[config.mk]
export PLATFORM = sky130hd
export DESIGN_NAME = websocket_frame_decoder_flat
export DESIGN_NICKNAME = d
export VERILOG_FILES = /design/src/hw/rtl/wsfd_pkg.sv /design/src/hw/rtl/wsfd_in_if.sv /design/src/hw/rtl/wsfd_out_if.sv /design/src/hw/rtl/websocket_frame_decoder.sv /design/src/flat_wrapper.sv
export SDC_FILE = /design/constraint.sdc
export NUM_CORES = 1
export LEC_CHECK = 0
export ABC_AREA = 1
export BUFFER_PORTS_ARGS = -buffer_cell sky130_fd_sc_hd__buf_2
export CORE_MARGIN = 2
export CORE_UTILIZATION = 35
export DETAILED_ROUTE_END_ITERATION = 12
export REMOVE_ABC_BUFFERS = 1
export SLEW_MARGIN = 5
export SYNTH_ARGS = -nofsm -noshare
export SYNTH_HDL_FRONTEND = slang
export SYNTH_SLANG_ARGS = --single-unit
[constraint.sdc]
create_clock -name clk -period 7.9 [get_ports clk]
set_input_delay 1.185 -clock clk [delete_from_list [all_inputs] [get_ports clk]]
set_output_delay 1.185 -clock clk [all_outputs]
set_load 0.01 [all_outputs]
[src/hw/rtl/wsfd_pkg.sv]
`timescale 1ns / 1ps
`default_nettype none

package wsfd_pkg;

  // Result status codes
  typedef enum logic [1:0] {
    ST_OK      = 2'd0,
    ST_TRUNC   = 2'd1,
    ST_UNKNOWN = 2'd2
  } status_t;

  // Parser phase, one-hot
  typedef enum logic [4:0] {
    PH_HDR0    = 5'b00001,
    PH_HDR1    = 5'b00010,
    PH_EXTLEN  = 5'b00100,
    PH_MASKKEY = 5'b01000,
    PH_PAYLOAD = 5'b10000
  } phase_t;

  // Header field constants
  localparam logic [7:0] FIN_BIT     = 8'h80;
  localparam logic [7:0] OPCODE_MASK = 8'h0F;
  localparam logic [7:0] LEN_MASK    = 8'h7F;
  localparam logic [6:0] LEN_CODE_16 = 7'd126;
  localparam logic [6:0] LEN_CODE_64 = 7'd127;

  // Known opcodes
  localparam logic [3:0] OP_TEXT   = 4'h1;
  localparam logic [3:0] OP_BINARY = 4'h2;
  localparam logic [3:0] OP_CLOSE  = 4'h8;
  localparam logic [3:0] OP_PING   = 4'h9;
  localparam logic [3:0] OP_PONG   = 4'hA;

  // Field byte counts
  localparam logic [3:0] EXT16_BYTES = 4'd2;
  localparam logic [3:0] EXT64_BYTES = 4'd8;
  localparam logic [3:0] KEY_BYTES   = 4'd4;

  // One decoded result
  typedef struct packed {
    status_t     status;
    logic        is_payload;
    logic [7:0]  out_byte;
    logic        frame_end;
    logic        fin_flag;
    logic [3:0]  frame_opcode;
    logic        is_masked;
    logic [63:0] frame_length;
  } result_t;

  function automatic logic opcode_known(input logic [3:0] op);
    return (op == OP_TEXT) || (op == OP_BINARY) || (op == OP_CLOSE) ||
           (op == OP_PING) || (op == OP_PONG);
  endfunction

endpackage

`default_nettype wire

[src/hw/rtl/wsfd_in_if.sv]
`timescale 1ns / 1ps
`default_nettype none

interface wsfd_in_if;
  logic       valid;
  logic       ready;
  logic [7:0] in_byte;
  logic       stream_end;

  modport source (output valid, output in_byte, output stream_end, input ready);
  modport sink   (input valid, input in_byte, input stream_end, output ready);
endinterface

`default_nettype wire

[src/hw/rtl/wsfd_out_if.sv]
`timescale 1ns / 1ps
`default_nettype none

interface wsfd_out_if;
  logic        valid;
  logic        ready;
  logic [1:0]  status;
  logic        is_payload;
  logic [7:0]  out_byte;
  logic        frame_end;
  logic        fin_flag;
  logic [3:0]  frame_opcode;
  logic        is_masked;
  logic [63:0] frame_length;

  modport source (output valid, output status, output is_payload, output out_byte,
                  output frame_end, output fin_flag, output frame_opcode,
                  output is_masked, output frame_length, input ready);
  modport sink   (input valid, input status, input is_payload, input out_byte,
                  input frame_end, input fin_flag, input frame_opcode,
                  input is_masked, input frame_length, output ready);
endinterface

`default_nettype wire

[src/hw/rtl/websocket_frame_decoder.sv]
`timescale 1ns / 1ps
`default_nettype none

// Channel   Direction  Payload                                 Transfer
// ingress   in         in_byte, stream_end                     valid & ready
// egress    out        status, is_payload, out_byte,           valid & ready
//                      frame_end, fin_flag, frame_opcode,
//                      is_masked, frame_length
//
// One byte per cycle while ingress.ready is high; each byte gives one registered result.
// The parser state updates in the cycle of the transfer; a result register and
// a skid register behind it hold up to two results.
// ingress.ready drops only while the skid register is full.
// rst is synchronous, active high: parser returns to the first header byte and
// both result registers empty.

module websocket_frame_decoder (
  input  wire logic   clk,
  input  wire logic   rst,
  wsfd_in_if.sink     ingress,
  wsfd_out_if.source  egress
);
  import wsfd_pkg::*;

  // Parser state
  phase_t      phase, phase_next;
  logic        fin_reg, fin_next;
  logic [3:0]  opcode_reg, opcode_next;
  logic        mask_flag_reg, mask_flag_next;
  logic [63:0] length_accum, length_next;
  logic [3:0]  bytes_left, bytes_left_next;
  logic [31:0] mask_key_reg, mask_key_next;
  logic [63:0] payload_remaining, remaining_next;
  logic [1:0]  mask_index, mask_index_next;

  // Result buffering
  result_t     out_reg, skid_reg, res_c;
  logic        out_valid, skid_valid;

  logic        accept, take;
  logic        ended_c, len_done_c, begin_c, trunc_c;
  logic [7:0]  b;
  logic [6:0]  code;
  logic [7:0]  key_byte;
  logic [7:0]  ob_c;

  assign b      = ingress.in_byte;
  assign code   = 7'(b & LEN_MASK);
  assign accept = ingress.valid && ingress.ready;
  assign take   = out_valid && egress.ready;

  assign ingress.ready = !skid_valid;

  // Key byte for the current payload position, first received byte first
  always_comb begin
    unique case (mask_index)
      2'd0:    key_byte = mask_key_reg[31:24];
      2'd1:    key_byte = mask_key_reg[23:16];
      2'd2:    key_byte = mask_key_reg[15:8];
      default: key_byte = mask_key_reg[7:0];
    endcase
  end

  // Next-state and result for one byte
  always_comb begin
    phase_next      = phase;
    fin_next        = fin_reg;
    opcode_next     = opcode_reg;
    mask_flag_next  = mask_flag_reg;
    length_next     = length_accum;
    bytes_left_next = bytes_left;
    mask_key_next   = mask_key_reg;
    remaining_next  = payload_remaining;
    mask_index_next = mask_index;
    ended_c         = 1'b0;
    len_done_c      = 1'b0;
    begin_c         = 1'b0;
    ob_c            = 8'd0;
    res_c           = '0;

    unique case (phase)
      PH_HDR0: begin
        fin_next        = (b & FIN_BIT) != 8'd0;
        opcode_next     = 4'(b & OPCODE_MASK);
        mask_flag_next  = 1'b0;
        length_next     = '0;
        mask_key_next   = '0;
        mask_index_next = '0;
        remaining_next  = '0;
        bytes_left_next = '0;
        phase_next      = PH_HDR1;
      end
      PH_HDR1: begin
        mask_flag_next = (b & FIN_BIT) != 8'd0;
        if (code < LEN_CODE_16) begin
          length_next = {57'd0, code};
          len_done_c  = 1'b1;
        end else begin
          length_next     = '0;
          bytes_left_next = (code == LEN_CODE_64) ? EXT64_BYTES : EXT16_BYTES;
          phase_next      = PH_EXTLEN;
        end
      end
      PH_EXTLEN: begin
        length_next     = {length_accum[55:0], b};
        bytes_left_next = bytes_left - 4'd1;
        len_done_c      = (bytes_left_next == 4'd0);
      end
      PH_MASKKEY: begin
        mask_key_next   = {mask_key_reg[23:0], b};
        bytes_left_next = bytes_left - 4'd1;
        begin_c         = (bytes_left_next == 4'd0);
      end
      PH_PAYLOAD: begin
        ob_c            = mask_flag_reg ? (b ^ key_byte) : b;
        mask_index_next = mask_index + 2'd1;
        remaining_next  = payload_remaining - 64'd1;
        if (remaining_next == 64'd0) begin
          ended_c    = 1'b1;
          phase_next = PH_HDR0;
        end
      end
      default: phase_next = PH_HDR0;
    endcase

    // Length complete: mask key next, or straight to payload
    if (len_done_c) begin
      if (mask_flag_next) begin
        bytes_left_next = KEY_BYTES;
        phase_next      = PH_MASKKEY;
      end else begin
        begin_c = 1'b1;
      end
    end

    // Payload start; an empty payload ends the frame here
    if (begin_c) begin
      remaining_next  = length_next;
      mask_index_next = '0;
      if (length_next == 64'd0) begin
        ended_c    = 1'b1;
        phase_next = PH_HDR0;
      end else begin
        phase_next = PH_PAYLOAD;
      end
    end

    trunc_c = ingress.stream_end && !ended_c;

    if (ended_c) begin
      res_c.status = opcode_known(opcode_reg) ? ST_OK : ST_UNKNOWN;
    end else if (ingress.stream_end) begin
      res_c.status = ST_TRUNC;
    end else begin
      res_c.status = ST_OK;
    end
    res_c.is_payload   = (phase == PH_PAYLOAD);
    res_c.out_byte     = ob_c;
    res_c.frame_end    = ended_c;
    res_c.fin_flag     = fin_next;
    res_c.frame_opcode = opcode_next;
    res_c.is_masked    = mask_flag_next;
    res_c.frame_length = length_next;
  end

  // Parser state registers; truncation returns to reset state
  always_ff @(posedge clk) begin
    if (rst || (accept && trunc_c)) begin
      phase             <= PH_HDR0;
      fin_reg           <= 1'b0;
      opcode_reg        <= '0;
      mask_flag_reg     <= 1'b0;
      length_accum      <= '0;
      bytes_left        <= '0;
      mask_key_reg      <= '0;
      payload_remaining <= '0;
      mask_index        <= '0;
    end else if (accept) begin
      phase             <= phase_next;
      fin_reg           <= fin_next;
      opcode_reg        <= opcode_next;
      mask_flag_reg     <= mask_flag_next;
      length_accum      <= length_next;
      bytes_left        <= bytes_left_next;
      mask_key_reg      <= mask_key_next;
      payload_remaining <= remaining_next;
      mask_index        <= mask_index_next;
    end
  end

  // Result register with skid stage behind it
  always_ff @(posedge clk) begin
    if (rst) begin
      out_valid  <= 1'b0;
      skid_valid <= 1'b0;
    end else if (accept) begin
      if (out_valid && !take) begin
        skid_valid <= 1'b1;
      end else begin
        out_valid <= 1'b1;
      end
    end else if (take) begin
      if (skid_valid) begin
        skid_valid <= 1'b0;
      end else begin
        out_valid <= 1'b0;
      end
    end
  end

  always_ff @(posedge clk) begin
    if (accept) begin
      if (out_valid && !take) begin
        skid_reg <= res_c;
      end else begin
        out_reg <= res_c;
      end
    end else if (take && skid_valid) begin
      out_reg <= skid_reg;
    end
  end

  assign egress.valid        = out_valid;
  assign egress.status       = out_reg.status;
  assign egress.is_payload   = out_reg.is_payload;
  assign egress.out_byte     = out_reg.out_byte;
  assign egress.frame_end    = out_reg.frame_end;
  assign egress.fin_flag     = out_reg.fin_flag;
  assign egress.frame_opcode = out_reg.frame_opcode;
  assign egress.is_masked    = out_reg.is_masked;
  assign egress.frame_length = out_reg.frame_length;

`ifndef ASSERT_OFF
  // Skid stage only fills behind a waiting result
  a_skid_behind_out: assert property (@(posedge clk) disable iff (rst)
    skid_valid |-> out_valid)
    else $error("skid register full while result register empty");

  // A truncating byte leaves the parser at the first header byte
  a_trunc_resets: assert property (@(posedge clk) disable iff (rst)
    (accept && trunc_c) |=> (phase == PH_HDR0))
    else $error("parser not reset after truncation");

  // A completed frame never reports truncation
  a_end_not_trunc: assert property (@(posedge clk) disable iff (rst)
    (egress.valid && egress.frame_end) |-> (egress.status != ST_TRUNC))
    else $error("frame end reported with truncation status");

  // Header bytes carry a zero data byte
  a_hdr_zero_byte: assert property (@(posedge clk) disable iff (rst)
    (egress.valid && !egress.is_payload) |-> (egress.out_byte == 8'd0))
    else $error("non-zero data byte on a header result");
`endif

endmodule

`default_nettype wire

[src/flat_wrapper.sv]
// flat-port wrapper written by rule: the top's interface ports become plain ports
module websocket_frame_decoder_flat import wsfd_pkg::*;
  (clk, rst, ingress_valid, ingress_in_byte, ingress_stream_end, ingress_ready, egress_valid, egress_status, egress_is_payload, egress_out_byte, egress_frame_end, egress_fin_flag, egress_frame_opcode, egress_is_masked, egress_frame_length, egress_ready);
  wsfd_in_if ingress_i ();
  wsfd_out_if egress_i ();
  input  wire logic clk;
  input  wire logic rst;
  input wire logic [$bits(ingress_i.valid)-1:0] ingress_valid;
  input wire logic [$bits(ingress_i.in_byte)-1:0] ingress_in_byte;
  input wire logic [$bits(ingress_i.stream_end)-1:0] ingress_stream_end;
  output wire logic [$bits(ingress_i.ready)-1:0] ingress_ready;
  output wire logic [$bits(egress_i.valid)-1:0] egress_valid;
  output wire logic [$bits(egress_i.status)-1:0] egress_status;
  output wire logic [$bits(egress_i.is_payload)-1:0] egress_is_payload;
  output wire logic [$bits(egress_i.out_byte)-1:0] egress_out_byte;
  output wire logic [$bits(egress_i.frame_end)-1:0] egress_frame_end;
  output wire logic [$bits(egress_i.fin_flag)-1:0] egress_fin_flag;
  output wire logic [$bits(egress_i.frame_opcode)-1:0] egress_frame_opcode;
  output wire logic [$bits(egress_i.is_masked)-1:0] egress_is_masked;
  output wire logic [$bits(egress_i.frame_length)-1:0] egress_frame_length;
  input wire logic [$bits(egress_i.ready)-1:0] egress_ready;
  assign ingress_i.valid = ingress_valid;
  assign ingress_i.in_byte = ingress_in_byte;
  assign ingress_i.stream_end = ingress_stream_end;
  assign ingress_ready = ingress_i.ready;
  assign egress_valid = egress_i.valid;
  assign egress_status = egress_i.status;
  assign egress_is_payload = egress_i.is_payload;
  assign egress_out_byte = egress_i.out_byte;
  assign egress_frame_end = egress_i.frame_end;
  assign egress_fin_flag = egress_i.fin_flag;
  assign egress_frame_opcode = egress_i.frame_opcode;
  assign egress_is_masked = egress_i.is_masked;
  assign egress_frame_length = egress_i.frame_length;
  assign egress_i.ready = egress_ready;
  websocket_frame_decoder u_core (.clk(clk), .rst(rst), .ingress(ingress_i), .egress(egress_i));
endmodule
Word level (Yosys, flattened, before mapping)
Cells that the tools add are included. W data, S select, Z words.

Flip-flop bits (word level): 343. Bits of input ports: 13. Output and inout port bits: 84. Word-level logic and storage cells: 124.

Add/sub/neg operators: 3. Magnitude comparators: 1. Equal/unequal tests: 16. Multiplexer cells: 47. Bitwise operators: 1. Reductions and logical operators: 29.

Operator list (count): $mux W82 (3); $pmux W64 S3 (1); $logic_not A64 Y1 (2); $pmux W64 S2 (1); $mux W64 (1); $pmux W32 S2 (1); $sub A64 B1 Y64 const B (1); $mux W5 (6); $pmux W8 S3 (1); $mux W4 (5); $pmux W5 S4 (1); $mux W1 (17); $mux W8 (2); $eq A4 B4 Y1 const B (3); $pmux W4 S3 (1); $reduce_and A2 Y1 (5); $xor A8 B8 Y8 (1); $eq A7 B7 Y1 const B (1); $lt A7 B7 Y1 const B (1); $mux W7 (1); $logic_and A1 B1 Y1 (6); $mux W2 (3); $ne A2 B2 Y1 const B (3); $reduce_bool A2 Y1 (3); 20 further kinds (27).

Depth between registers and ports, before layout
Gate-level depths: netlist (run 1).

Depth in word-level cells: 10. Mapped depth: 20. Depth with buffers taken out: 19.

Worst setup path before layout (run 1)
OpenSTA, ideal clock, no wires.

Path type: input to register. Start: input ingress_valid. End: register u_core.skid_reg[0] (netlist name), enable pin. Setup time: 0.623 ns. Arrival time: 7.514 ns. Required time: 7.277 ns. Setup slack: -0.237 ns. Stages: 5. Buffers on the path: 3. Path through: nand2_1 -> clkbuf_1 -> clkbuf_1 -> clkbuf_1 -> nor3_1.

Cells in the longest elaborated chain, start to end: 2.

Ends and longest elaborated chain: start, declared (line flat_wrapper.sv:8) `input wire logic [$bits(ingress_i.valid)-1:0] ingress_valid;`; $logic_and A1 B1 Y1 (line websocket_frame_decoder.sv:49) `assign accept = ingress.valid && ingress.ready;`; $reduce_and A2 Y1 (no source line); end signal, assigned (line websocket_frame_decoder.sv:214) `skid_reg <= res_c;`; end, declared (line websocket_frame_decoder.sv:37) `result_t out_reg, skid_reg, res_c;`.

No other way between the ends. A chain may end at the register's enable or synchronous reset.

Worst setup path after layout (run 1)
Start: register u_core.phase[2]. End: register u_core.mask_key_reg[21].

Cells in the longest elaborated chain, start to end: 9. Elaborated cells between the ends (all ways): 22. Classes of those cells: eq/ne (5); mux (10); reduce/logical (7).

Ends and longest elaborated chain: start, declared (line websocket_frame_decoder.sv:26) `phase_t phase, phase_next;`; start signal, assigned (line websocket_frame_decoder.sv:179) `phase <= phase_next;`; $eq A5 B3 Y1 (tied with other cells) (line websocket_frame_decoder.sv:81) `unique case (phase)`; $pmux W64 S3 * (line websocket_frame_decoder.sv:81); via u_core.length_next[38] (line websocket_frame_decoder.sv:30) `logic [63:0] length_accum, length_next;`; $logic_not A64 Y1 * (line websocket_frame_decoder.sv:140) `if (length_next == 64'd0) begin`; $mux W1 * (line websocket_frame_decoder.sv:140); $mux W1 * (line websocket_frame_decoder.sv:137) `if (begin_c) begin`; $logic_not A1 Y1 * (line websocket_frame_decoder.sv:148) `trunc_c = ingress.stream_end && !ended_c;`; $logic_and A1 B1 Y1 * (line websocket_frame_decoder.sv:148); $logic_and A1 B1 Y1 * (line websocket_frame_decoder.sv:168) `if (rst || (accept && trunc_c)) begin`; $logic_or A1 B1 Y1 * (line websocket_frame_decoder.sv:168); end signal, assigned (line websocket_frame_decoder.sv:185) `mask_key_reg <= mask_key_next;`; end, declared (line websocket_frame_decoder.sv:32) `logic [31:0] mask_key_reg, mask_key_next;`.

The timed path passes the listed nets; every way through them passes the cells marked *.

==> results of run 1 <==
## cell families (layout without fill, tap and decap cells)
kind of cell,after synthesis,in the layout,synth area share
mux,6,6,0.00351
flops,343,343,0.487
simple gates,1153,1153,0.264
fa+ha+maj,8,8,0.00573
compound gates,427,427,0.140
buf+inv,388,474,0.0916
xor+xnor,16,16,0.00803
## how the worst max path moves through the flow
| stage | depth (start not counted) | start | to |
|---|---|---|---|
| 6_report | 17 | u_core.phase[2]$_SDFFE_PP0P_ | u_core.mask_key_reg[21]$_SDFFE_PP0P_ |
| 5_1_grt | 17 | u_core.phase[2]$_SDFFE_PP0P_ | u_core.mask_key_reg[21]$_SDFFE_PP0P_ |
| 4_1_cts | 17 | u_core.phase[2]$_SDFFE_PP0P_ | u_core.length_accum[5]$_SDFFE_PP0P_ |
| 3_5_place_dp | 15 | ingress_in_byte[2] | u_core.payload_remaining[20]$_SDFFE_PP0P_ |
| 3_3_place_gp | 15 | ingress_in_byte[2] | u_core.payload_remaining[20]$_SDFFE_PP0P_ |
| 2_1_floorplan | 2 | ingress_valid | u_core.skid_reg[0]$_DFFE_PP_ |
## power by group
group / internal [mW] / switching [mW] / leakage (nW) / total, mW
sequential: 1.92 / 0.0153 / 3.05 / 1.93
combinational: 0.0622 / 0.215 / 4.40 / 0.277
clock: 1.15 / 0.775 / 0.652 / 1.92
total: 3.13 / 1.01 / 8.10 / 4.14
## final cells by class
class	count	area share
sequential	343	0.430
multi-input combinational	1610	0.374
clock buffer	52	0.0555
inverter	284	0.0541
tap	664	0.0420
timing repair buffer	115	0.0315
clock inverter	23	0.0127
## cells in the mapped netlist, drive strengths merged, types with 3 or more instances
| cell type | count |
|---|---|
| a22oi | 45 |
| buf | 37 |
| clkinv | 3 |
| a21oi | 113 |
| o21a | 12 |
| nor2 | 514 |
| nand3b | 6 |
| inv | 281 |
| o21ai | 163 |
| dfxtp | 179 |
| xor2 | 14 |
| nand4 | 11 |
| mux2i | 5 |
| nand2 | 539 |
| a31oi | 10 |
| edfxtp | 164 |
| nand3 | 66 |
| nor3 | 9 |
| nor4 | 3 |
| ha | 8 |
| o22ai | 79 |
| clkbuf | 67 |
## layer usage
| metal | vias to the layer above | share of wire | global-route usage |
|---|---|---|---|
| met5 | - | 0 | 0 |
| met4 | 0 | 0.032 | 0.0748 |
| met3 | 98 | 0.073 | 0.0348 |
| met2 | 594 | 0.43 | 0.333 |
| met1 | 7359 | 0.46 | 0.316 |
| li1 | 7700 | - | - |
## metrics by stage
| stage | hold WS, ns | setup WS, ns | instance area (µm²) |
|---|---|---|---|
| final | 0.515 | 3.37 | 19800 |
| after global routing | 0.548 | 3.08 | 19800 |
| after CTS | 0.516 | 3.41 | 19800 |
| after detailed placement | 0.499 | 3.32 | 18400 |
| after global placement | 0.471 | 3.33 | 18400 |
| after floorplan | 0.465 | -1.79 | 16900 |
## tightest hold or removal path, stage by stage (launching register included)
cell     delay (ns)
dfxtp_1        0.32
a22oi_1        0.06
nor2_1         0.09
## layout by cell type (no fill, tap or decap), drive strengths merged, types with 3 or more instances in the layout
master / instances
nor4: 3
clkinv: 16
o22ai: 79
o21a: 12
a21oi: 113
nand2: 539
a22oi: 45
nand3: 66
clkbuf: 52
bufinv: 5
inv: 282
buf: 115
nor2: 514
nor3: 9
edfxtp: 164
o21ai: 163
xor2: 14
dfxtp: 179
mux2i: 5
clkinvlp: 4
nand3b: 6
ha: 8
a31oi: 10
nand4: 11
==> results.md, run 1 <==
* Status: complete, no violations
* Register area share after synthesis at 0.487
* Initial antenna violation count at 0
* Clock skew at 0.0221 ns
* WHS Endpoint: u_core.mask_key_reg[26]$_SDFFE_PP0P_
* Critical path type: flop to flop
* Buf+Inv Stages, Crit Path at 3
* I/O pin cnt at 97
* Pwr dens at 209 mW/mm²
* Footprint of the multi-input gates at 0.00738 mm²
* PnR Total Power at 4.14 mW
* Post-Syn Instances at 2341
* Number of diodes at 0
* Die width at 227 µm
* CP Max Fanout at 132
* # DRC at 0
* Relative slew slack at 0.108
* Final Non-Filler Cells at 3091
* Number of buffers created by CTS at 41
* Area delta synth->final at 13.2%
* Cell Rows at 81
* DRT iter0 DRCs at 1737
* Post-cts gate resize count at 0
* Initial core utilization at 0.356
* Netlist cell types at 44
* Critical Path Start Type: flop
* Crit path DAT at 4.96 ns
* Clock Sink Count at 343
* Setup bufs post-CTS at 0
* Beginning of the worst register-to-register path: u_core.phase[2]$_SDFFE_PP0P_
* Flops & latches, synth at 343
* Die Ht at 227 µm
* Number of flip-flops in the largest register at 82
* Clock Path Buffers at 3
* First-pass GRT wire length at 85.8 mm
* Max H-tree Level at 2
* Core box area at 0.0491 mm²
* Layout cells sized above 1 at 0.0960
* Crit-path max cell delay at 0.75 ns
* Fin. max-slew vios at 0
* Worst R2R Setup Slack at 3.37 ns
* Synthesized area per cell at 7.46 µm²
* Placed Instances at 3016
* Post-CTS Hold Fix Bufs at 0
* Number of global-route vias before repair at 14500
* TritonRoute pass-1 iters at 6
* Worst r2r dst: u_core.mask_key_reg[21]$_SDFFE_PP0P_
* Final TNS setup at 0 ns
* RSZ-0062 raised after global routing: false
* Hold Crit Start: u_core.mask_key_reg[26]$_SDFFE_PP0P_
* Peak VDD IR at 0.000138 V
* Syn Std Cell Area at 0.0175 mm²
* Reg2reg path depth at 17
* Leading area contributor after synthesis: edfxtp_1
* Crit-path cells: inv_1 -> nand2_1 -> nor2_2 -> o21ai_1 -> nand2_2 -> buf_4 -> o22ai_1 -> nor2_1 -> nand2_1 -> nor2_1 -> nand2_1 -> nor2_1 -> nand3_2 -> nand4_2 -> nand2_8 -> buf_4 -> nor2_1
* Final period util at 0.573
* Min-Delay Path Depth at 2
* Final hold violation count at 0
* Clock latency on the worst-skew pair at 0.57 ns
* # fillers at 5113
* Vias per cell at 5.10
* Fin nets at 2416
* Final Critical Period at 4.53 ns
* Worst path most repeated cell: nor2_1
* Ys async rst share at 0
* Total grt overflow at 0
* Root buffer cell: clkbuf_16
* Routed len/inst at 18.5 µm
* Synth Warn # at 0
* Clock-pin slew on the worst setup and hold paths at 0.06 ns
* Min-Delay Path Class: flop to flop
* Share of Yosys cell area claimed by the top area cell type at 0.282
* F_max at 0.221 GHz
* FF/Latch Area at 0.00851 mm²
* Die area at 0.0517 mm²
* Final wirelength at 57.3 mm
* Worst path top cell family by delay: simple AND/OR/NAND/NOR gates
* CP Data Required Time at 8.33 ns
* Largest net degree at the start of global routing at 133
* CTS tree: done
* Most used DFF post-synth: dfxtp_1
* Input/output buffers at 96
* Via count at 15800
* CP endpoint kind: flop
* Post-route ant nets at 0
* Top cells by area, synth: edfxtp_1 28%, dfxtp_1 21%, nand2_1 11%, nor2_1 11%, inv_1 5.8%
* Max-Cap Viols at 0
* GPL Wtd Cong at 0.904
* Worst-Margin Slew at 1.34 ns
* Leak at 8.10 nW
* All-Layer GR Usage at 0.219
* Finish-stage setup viols at 0
* Final core occ at 0.403
* HPWL after DPL at 39.9 mm
* CP max-delay cell: nand2_8
* EDFF count, synth at 164
No activity file was read; power rests on OpenSTA's default activity.
==> run 2: changes to the inputs <==
- clock period: 7.9 -> 4.4 ns (I/O delays scaled with it)
==> results.md, run 2 (synthesis results as in run 1) <==
* Root buffer cell: clkbuf_16
* Die area at 0.0517 mm² (unchanged)
* Crit path DAT at 4.22 ns (-0.74 ns)
* Critical path type: flop to flop
* CP Data Required Time at 4.81 ns (-3.52 ns)
* Die width at 227 µm (unchanged)
* Cell Area, Placed at 0.0185 mm² (+0.56%)
* Fin area at 0.0199 mm² (+0.48%)
* Number of global-route vias before repair at 14600 (+0.85%)
* Final hold violation count at 0 (unchanged)
* Post-CTS Hold Fix Bufs at 0 (unchanged)
* Max H-tree Level at 2 (unchanged)
* Worst-Margin Slew at 1.25 ns (-0.0889 ns)
* Final TNS setup at 0 ns (unchanged)
* Leading cell types in the layout, fill and taps excluded: 528 x nand2_1, 493 x nor2_1, 268 x inv_1
* # DRC at 0 (unchanged)
* RSZ-0062 raised after global routing: false
* Psw at 1.82 mW (+81%)
* Layout cells sized above 1 at 0.0975 (+0.00145)
* GPL Wtd Cong at 0.937 (+3.6%)
* Post-cts gate resize count at 0 (unchanged)
* Critical Path Start Type: flop
* Worst path most repeated cell: nor2_1
* Fin. max-slew vios at 0 (unchanged)
* # fillers at 5111 (-0.039%)
* Relative slew slack at 0.167 (+0.0594)
* Most common cell after layout, fill and taps aside: nand2_1
* Area delta synth->final at 13.8%
* Initial core utilization at 0.356 (unchanged)
* All-Layer GR Usage at 0.217 (-0.00218)
* Internal power at 5.62 mW (+80%)
* Peak VDD IR at 0.000297 V (+120%)
* First-pass GRT wire length at 85.5 mm (-0.27%)
* Final period util at 0.867 (+0.294)
* Final core occ at 0.405 (+0.00194)
* Setup bufs post-CTS at 0 (unchanged)
* DRT iter0 DRCs at 1427 (-18%)
* Post-route ant nets at 0 (unchanged)
* CP Max Fanout at 71 (-46%)
* CP endpoint kind: flop
* Core box area at 0.0491 mm² (unchanged)
* Routed len/inst at 18.0 µm (-2.8%)
* HPWL after DPL at 39.9 mm (about the same)
* TritonRoute pass-1 iters at 6 (unchanged)
* Clock Path Buffers at 3 (unchanged)
* Net Sw Frac at 0.245 (+0.00169)
* Clock power share at 0.464 (about the same)
* Cell Rows at 81 (unchanged)
* Min-Delay Path Class: input port to flop
* I/O pin cnt at 97 (unchanged)
* Clock skew at 0.0253 ns (+0.00316 ns)
* Part of the power in registers at 0.466 (-0.002)
* Clock latency on the worst-skew pair at 0.58 ns (about the same)
* Initial antenna violation count at 0 (unchanged)
* Input/output buffers at 96 (unchanged)
* Via count at 15500 (-1.6%)
* Comb pwr share at 0.069 (+0.002)
* Finish-stage setup viols at 0 (unchanged)
* Crit-path cells: inv_1 -> nand2_1 -> nor2_2 -> o21ai_1 -> nand2_2 -> buf_4 -> o22ai_1 -> inv_2 -> nand3_1 -> nor2_1 -> nand2_1 -> nor2_1 -> nand3_2 -> nand4_2 -> nand2_8 -> buf_4 -> nor2_1
* Max-Cap Viols at 0 (unchanged)
* Final worst slack at 0.587 ns (-2.79 ns)
* Total grt overflow at 0 (unchanged)
* Crit-path max cell delay at 0.67 ns (-0.08 ns)
* Final wirelength at 55.8 mm (-2.6%)
* Number of diodes at 0 (unchanged)
* Clock-pin slew on the worst setup and hold paths at 0.06 ns (about the same)
* CTS tree: done
* Pwr dens at 375 mW/mm² (+79%)
* Die Ht at 227 µm (unchanged)
* Number of buffers created by CTS at 40 (-2.4%)
* Leak at 8.16 nW (+0.69%)
* Number of flip-flops in the largest register at 82 (unchanged)
* F_max at 0.262 GHz (+19%)
* Clock Sink Count at 343 (unchanged)
* Final Critical Period at 3.81 ns (-0.713 ns)
* Vias per cell at 5.00 (-1.8%)
* Largest net degree at the start of global routing at 157 (+18%)
* Fin nets at 2422 (+0.25%)
* CP max-delay cell: buf_4
* Hold slack at 0.305 ns (-0.210 ns)
* Status: complete, no violations
* Dpl ws at 0.640 ns (-2.68 ns)
==> run 2: cell count changes in the layout (fill, tap and decap cells not counted) <==
| cell | before | now |
|---|---|---|
| clkinv_2 | 8 | 9 |
| inv_16 | 0 | 1 |
| clkbuf_8 | 3 | 1 |
| clkinvlp_4 | 4 | 0 |
| buf_12 | 0 | 4 |
| clkbuf_1 | 8 | 6 |
| buf_4 | 19 | 22 |
| clkinv_8 | 0 | 1 |
| clkbuf_16 | 41 | 40 |
| clkinv_1 | 8 | 11 |
| bufinv_16 | 5 | 6 |
==> run 2: final timing paths <==
kind         slack, ns                              start  cells past startpoint                              endpoint
min               0.30                                rst                      2        u_core.skid_valid$_SDFFE_PP0P_
max               0.59       u_core.phase[2]$_SDFFE_PP0P_                     17  u_core.length_accum[52]$_SDFFE_PP0P_
max reg2reg       0.59       u_core.phase[2]$_SDFFE_PP0P_                     17  u_core.length_accum[52]$_SDFFE_PP0P_
min reg2reg       0.51  u_core.bytes_left[1]$_SDFFE_PP0P_                      2     u_core.bytes_left[1]$_SDFFE_PP0P_
==> run 2: critical path, delay by kind of cell (launching register included) <==
kind                   cells  cell delay (ns)
AND/OR/NAND/NOR           11             1.47
buffers and inverters      4             1.24
AO/OA/AOI/OAI              2             0.50
flip-flops                 1             0.38
==> run 2: per-layer routing <==
metal | up-vias | global-route usage | wire length, µm
met2 | 484 | 0.341 | 24800
met4 | 0 | 0.0616 | 1350
met5 | - | 0 | 0
met3 | 72 | 0.0336 | 3360
met1 | 7234 | 0.309 | 26300
li1 | 7705 | - | -
==> run 2: power by group through the flow <==
stage                     Combinational [mW]  Clock (mW)  Sequential, mW
final                                  0.516        3.46            3.47
after global routing                   0.566        3.64            3.48
after CTS                              0.521        3.52            3.48
after detailed placement               0.520           0            3.54
after global placement                 0.514           0            3.54
after floorplan                        0.245           0            3.59
==> run 2: metrics by stage <==
| stage | power, mW | cells |
|---|---|---|
| floorplan | 3.83 | 2237 |
| global placement | 4.06 | 3023 |
| detailed placement | 4.06 | 3023 |
| CTS | 7.52 | 3096 |
| global route | 7.68 | 3096 |
| finish | 7.45 | 3096 |
==> run 2: area by class of cell <==
class	instances	area (µm²)	share of cell area
well taps	664	831	0.0418
clock inverters	26	304	0.0153
repair buffers	122	726	0.0365
inverters	284	1070	0.0539
multi-input cells	1610	7380	0.372
flip-flops and latches	343	8510	0.428
clock buffers	47	1040	0.0522
==> run 3: changes to the inputs <==
- BUFFER_PORTS_ARGS: -buffer_cell sky130_fd_sc_hd__buf_2 -> -buffer_cell sky130_fd_sc_hd__clkbuf_2
==> results.md, run 3 (synthesis results as in run 1) <==
* Status: complete, no violations
* GPL Wtd Cong at 0.968 (+3.3%)
* Post-CTS Hold Fix Bufs at 0 (unchanged)
* Worst-Margin Slew at 1.30 ns (+0.0503 ns)
* Critical path type: flop to flop
* I/O pin cnt at 97 (unchanged)
* Die Ht at 227 µm (unchanged)
* Die area at 0.0517 mm² (unchanged)
* Number of buffers created by CTS at 40 (unchanged)
* Net Sw Frac at 0.249 (+0.00374)
* Clock power share at 0.458 (-0.006)
* HPWL after DPL at 39.7 mm (-0.34%)
* Final core occ at 0.404 (-0.00112)
* Setup bufs post-CTS at 0 (unchanged)
* Final wirelength at 55.5 mm (-0.58%)
* Total grt overflow at 0 (unchanged)
* TritonRoute pass-1 iters at 6 (unchanged)
* Root buffer cell: clkbuf_16
* Die width at 227 µm (unchanged)
* Cell Area, Placed at 0.0185 mm² (-0.22%)
* DRT iter0 DRCs at 1641 (+15%)
* Final period util at 0.843 (-0.0240)
* Fin. max-slew vios at 0 (unchanged)
* Number of flip-flops in the largest register at 82 (unchanged)
* Hold Crit Start: rst
* All-Layer GR Usage at 0.216 (-0.00136)
* Worst R2R Setup Slack at 0.69 ns (+0.11 ns)
* Initial core utilization at 0.356 (unchanged)
* First-pass GRT wire length at 85.3 mm (-0.27%)
* Crit path DAT at 4.21 ns (about the same)
* Final Critical Period at 3.71 ns (-0.105 ns)
* Clock Path Buffers at 3 (unchanged)
* PnR Total Power at 7.35 mW (-1.3%)
* Fin nets at 2415 (-0.29%)
* Post-cts gate resize count at 0 (unchanged)
* Routed len/inst at 18.0 µm (-0.39%)
* Post-route ant nets at 0 (unchanged)
* Via count at 15700 (+1.1%)
* Hold slack at 0.293 ns (-0.0117 ns)
* F_max at 0.270 GHz (+2.8%)
* Largest net degree at the start of global routing at 118 (-25%)
* Cell Rows at 81 (unchanged)
* Layout cells sized above 1 at 0.0952 (-0.00223)
* Max H-tree Level at 2 (unchanged)
* Leak at 8.11 nW (-0.58%)
* Comb pwr share at 0.069 (about the same)
* Clock Sink Count at 343 (unchanged)
* Peak VDD IR at 0.000291 V (-2.2%)
* Clock latency on the worst-skew pair at 0.57 ns (about the same)
* Initial antenna violation count at 0 (unchanged)
* Vias per cell at 5.07 (+1.3%)
* Clock skew at 0.0260 ns (+0.000696 ns)
* Input/output buffers at 96 (unchanged)
* Fin area at 0.0198 mm² (-0.28%)
* Clock-pin slew on the worst setup and hold paths at 0.06 ns (about the same)
* Most common cell after layout, fill and taps aside: nand2_1
* Origin of the worst setup path: u_core.payload_remaining[27]$_SDFFE_PP0P_
* CP Data Required Time at 4.90 ns (+0.09 ns)
* CTS tree: done
* Area delta synth->final at 13.4%
* RSZ-0062 raised after global routing: false
* CP endpoint kind: flop
* Min-Delay Path Class: input port to flop
* Pwr dens at 371 mW/mm² (-0.98%)
* Max-Cap Viols at 0 (unchanged)
* Final hold violation count at 0 (unchanged)
* Internal power at 5.53 mW (-1.7%)
* # DRC at 0 (unchanged)
* Finish-stage setup viols at 0 (unchanged)
* Critical Path Start Type: flop
* Leading cell types in the layout, fill and taps excluded: 528 x nand2_1, 493 x nor2_1, 268 x inv_1
* Beginning of the worst register-to-register path: u_core.payload_remaining[27]$_SDFFE_PP0P_
* Part of the power in registers at 0.473 (+0.007)
* Relative slew slack at 0.134 (-0.0336)
* Psw at 1.83 mW (+0.26%)
* Number of diodes at 0 (unchanged)
* Number of global-route vias before repair at 14700 (+1.0%)
* Core box area at 0.0491 mm² (unchanged)
* CP Max Fanout at 71 (unchanged)
## run 3: cell count changes in the layout (fill, tap and decap cells not counted)
cell,before,now
inv_6,2,3
clkinv_2,9,4
buf_12,4,5
bufinv_16,6,3
buf_4,22,14
clkinv_8,1,3
clkbuf_8,1,5
inv_16,1,0
clkinvlp_4,0,2
clkinv_4,0,1
clkbuf_2,0,96
buf_2,96,0
## run 3: critical path: stages, from the launching register on
cell and delay [ns]:
dfxtp_1 0.37, nor2_1 0.22, nand2_1 0.13, nor2_1 0.29, nand2_1 0.13, nor2_2 0.33, nand2_1 0.13, xor2_1 0.38
nand2_1 0.10, nor2_1 0.12, nand2_1 0.09, nor2_1 0.13, nand3_1 0.21, nand4_2 0.20, nand2_8 0.30, buf_12 0.31
nor2_1 0.13
## run 3: per-layer routing
| layer | up-vias | GRT usage | routed length, µm |
|---|---|---|---|
| li1 | 7703 | - | - |
| met1 | 7332 | 0.308 | 25700 |
| met2 | 547 | 0.332 | 24300 |
| met3 | 90 | 0.0346 | 3790 |
| met4 | 0 | 0.0715 | 1730 |
| met5 | - | 0 | 0 |
## run 3: stage by stage
step           std cells  setup TNS, ns  setup slack (ns)
2_1_floorplan       2237       -1075.08             -4.77
3_3_place_gp        3016              0             0.848
3_5_place_dp        3016              0             0.822
4_1_cts             3090              0             0.799
5_1_grt             3090              0             0.505
6_report            3090              0             0.693
## run 3: power groups by stage
stage	clock network, mW	logic (mW)	registers [mW]
2_1_floorplan	0	0.245	3.59
3_3_place_gp	0	0.510	3.54
3_5_place_dp	0	0.514	3.55
4_1_cts	3.44	0.516	3.48
5_1_grt	3.56	0.563	3.49
6_report	3.37	0.510	3.48
## run 3: path summary, 6_finish.rpt
check / cells past startpoint / endpoint
max: 16 / u_core.length_accum[14]$_SDFFE_PP0P_
min reg2reg: 2 / u_core.bytes_left[1]$_SDFFE_PP0P_
max reg2reg: 16 / u_core.length_accum[14]$_SDFFE_PP0P_
min: 2 / u_core.egress.valid$_SDFFE_PP0P_
## run 3: cell type report
class | instances | area [µm²]
tap | 664 | 831
sequential | 343 | 8510
timing repair buffer | 115 | 686
clock buffer | 51 | 1090
clock inverter | 23 | 234
inverter | 284 | 1070
multi-input combinational | 1610 | 7380
fill | 5037 | 29200
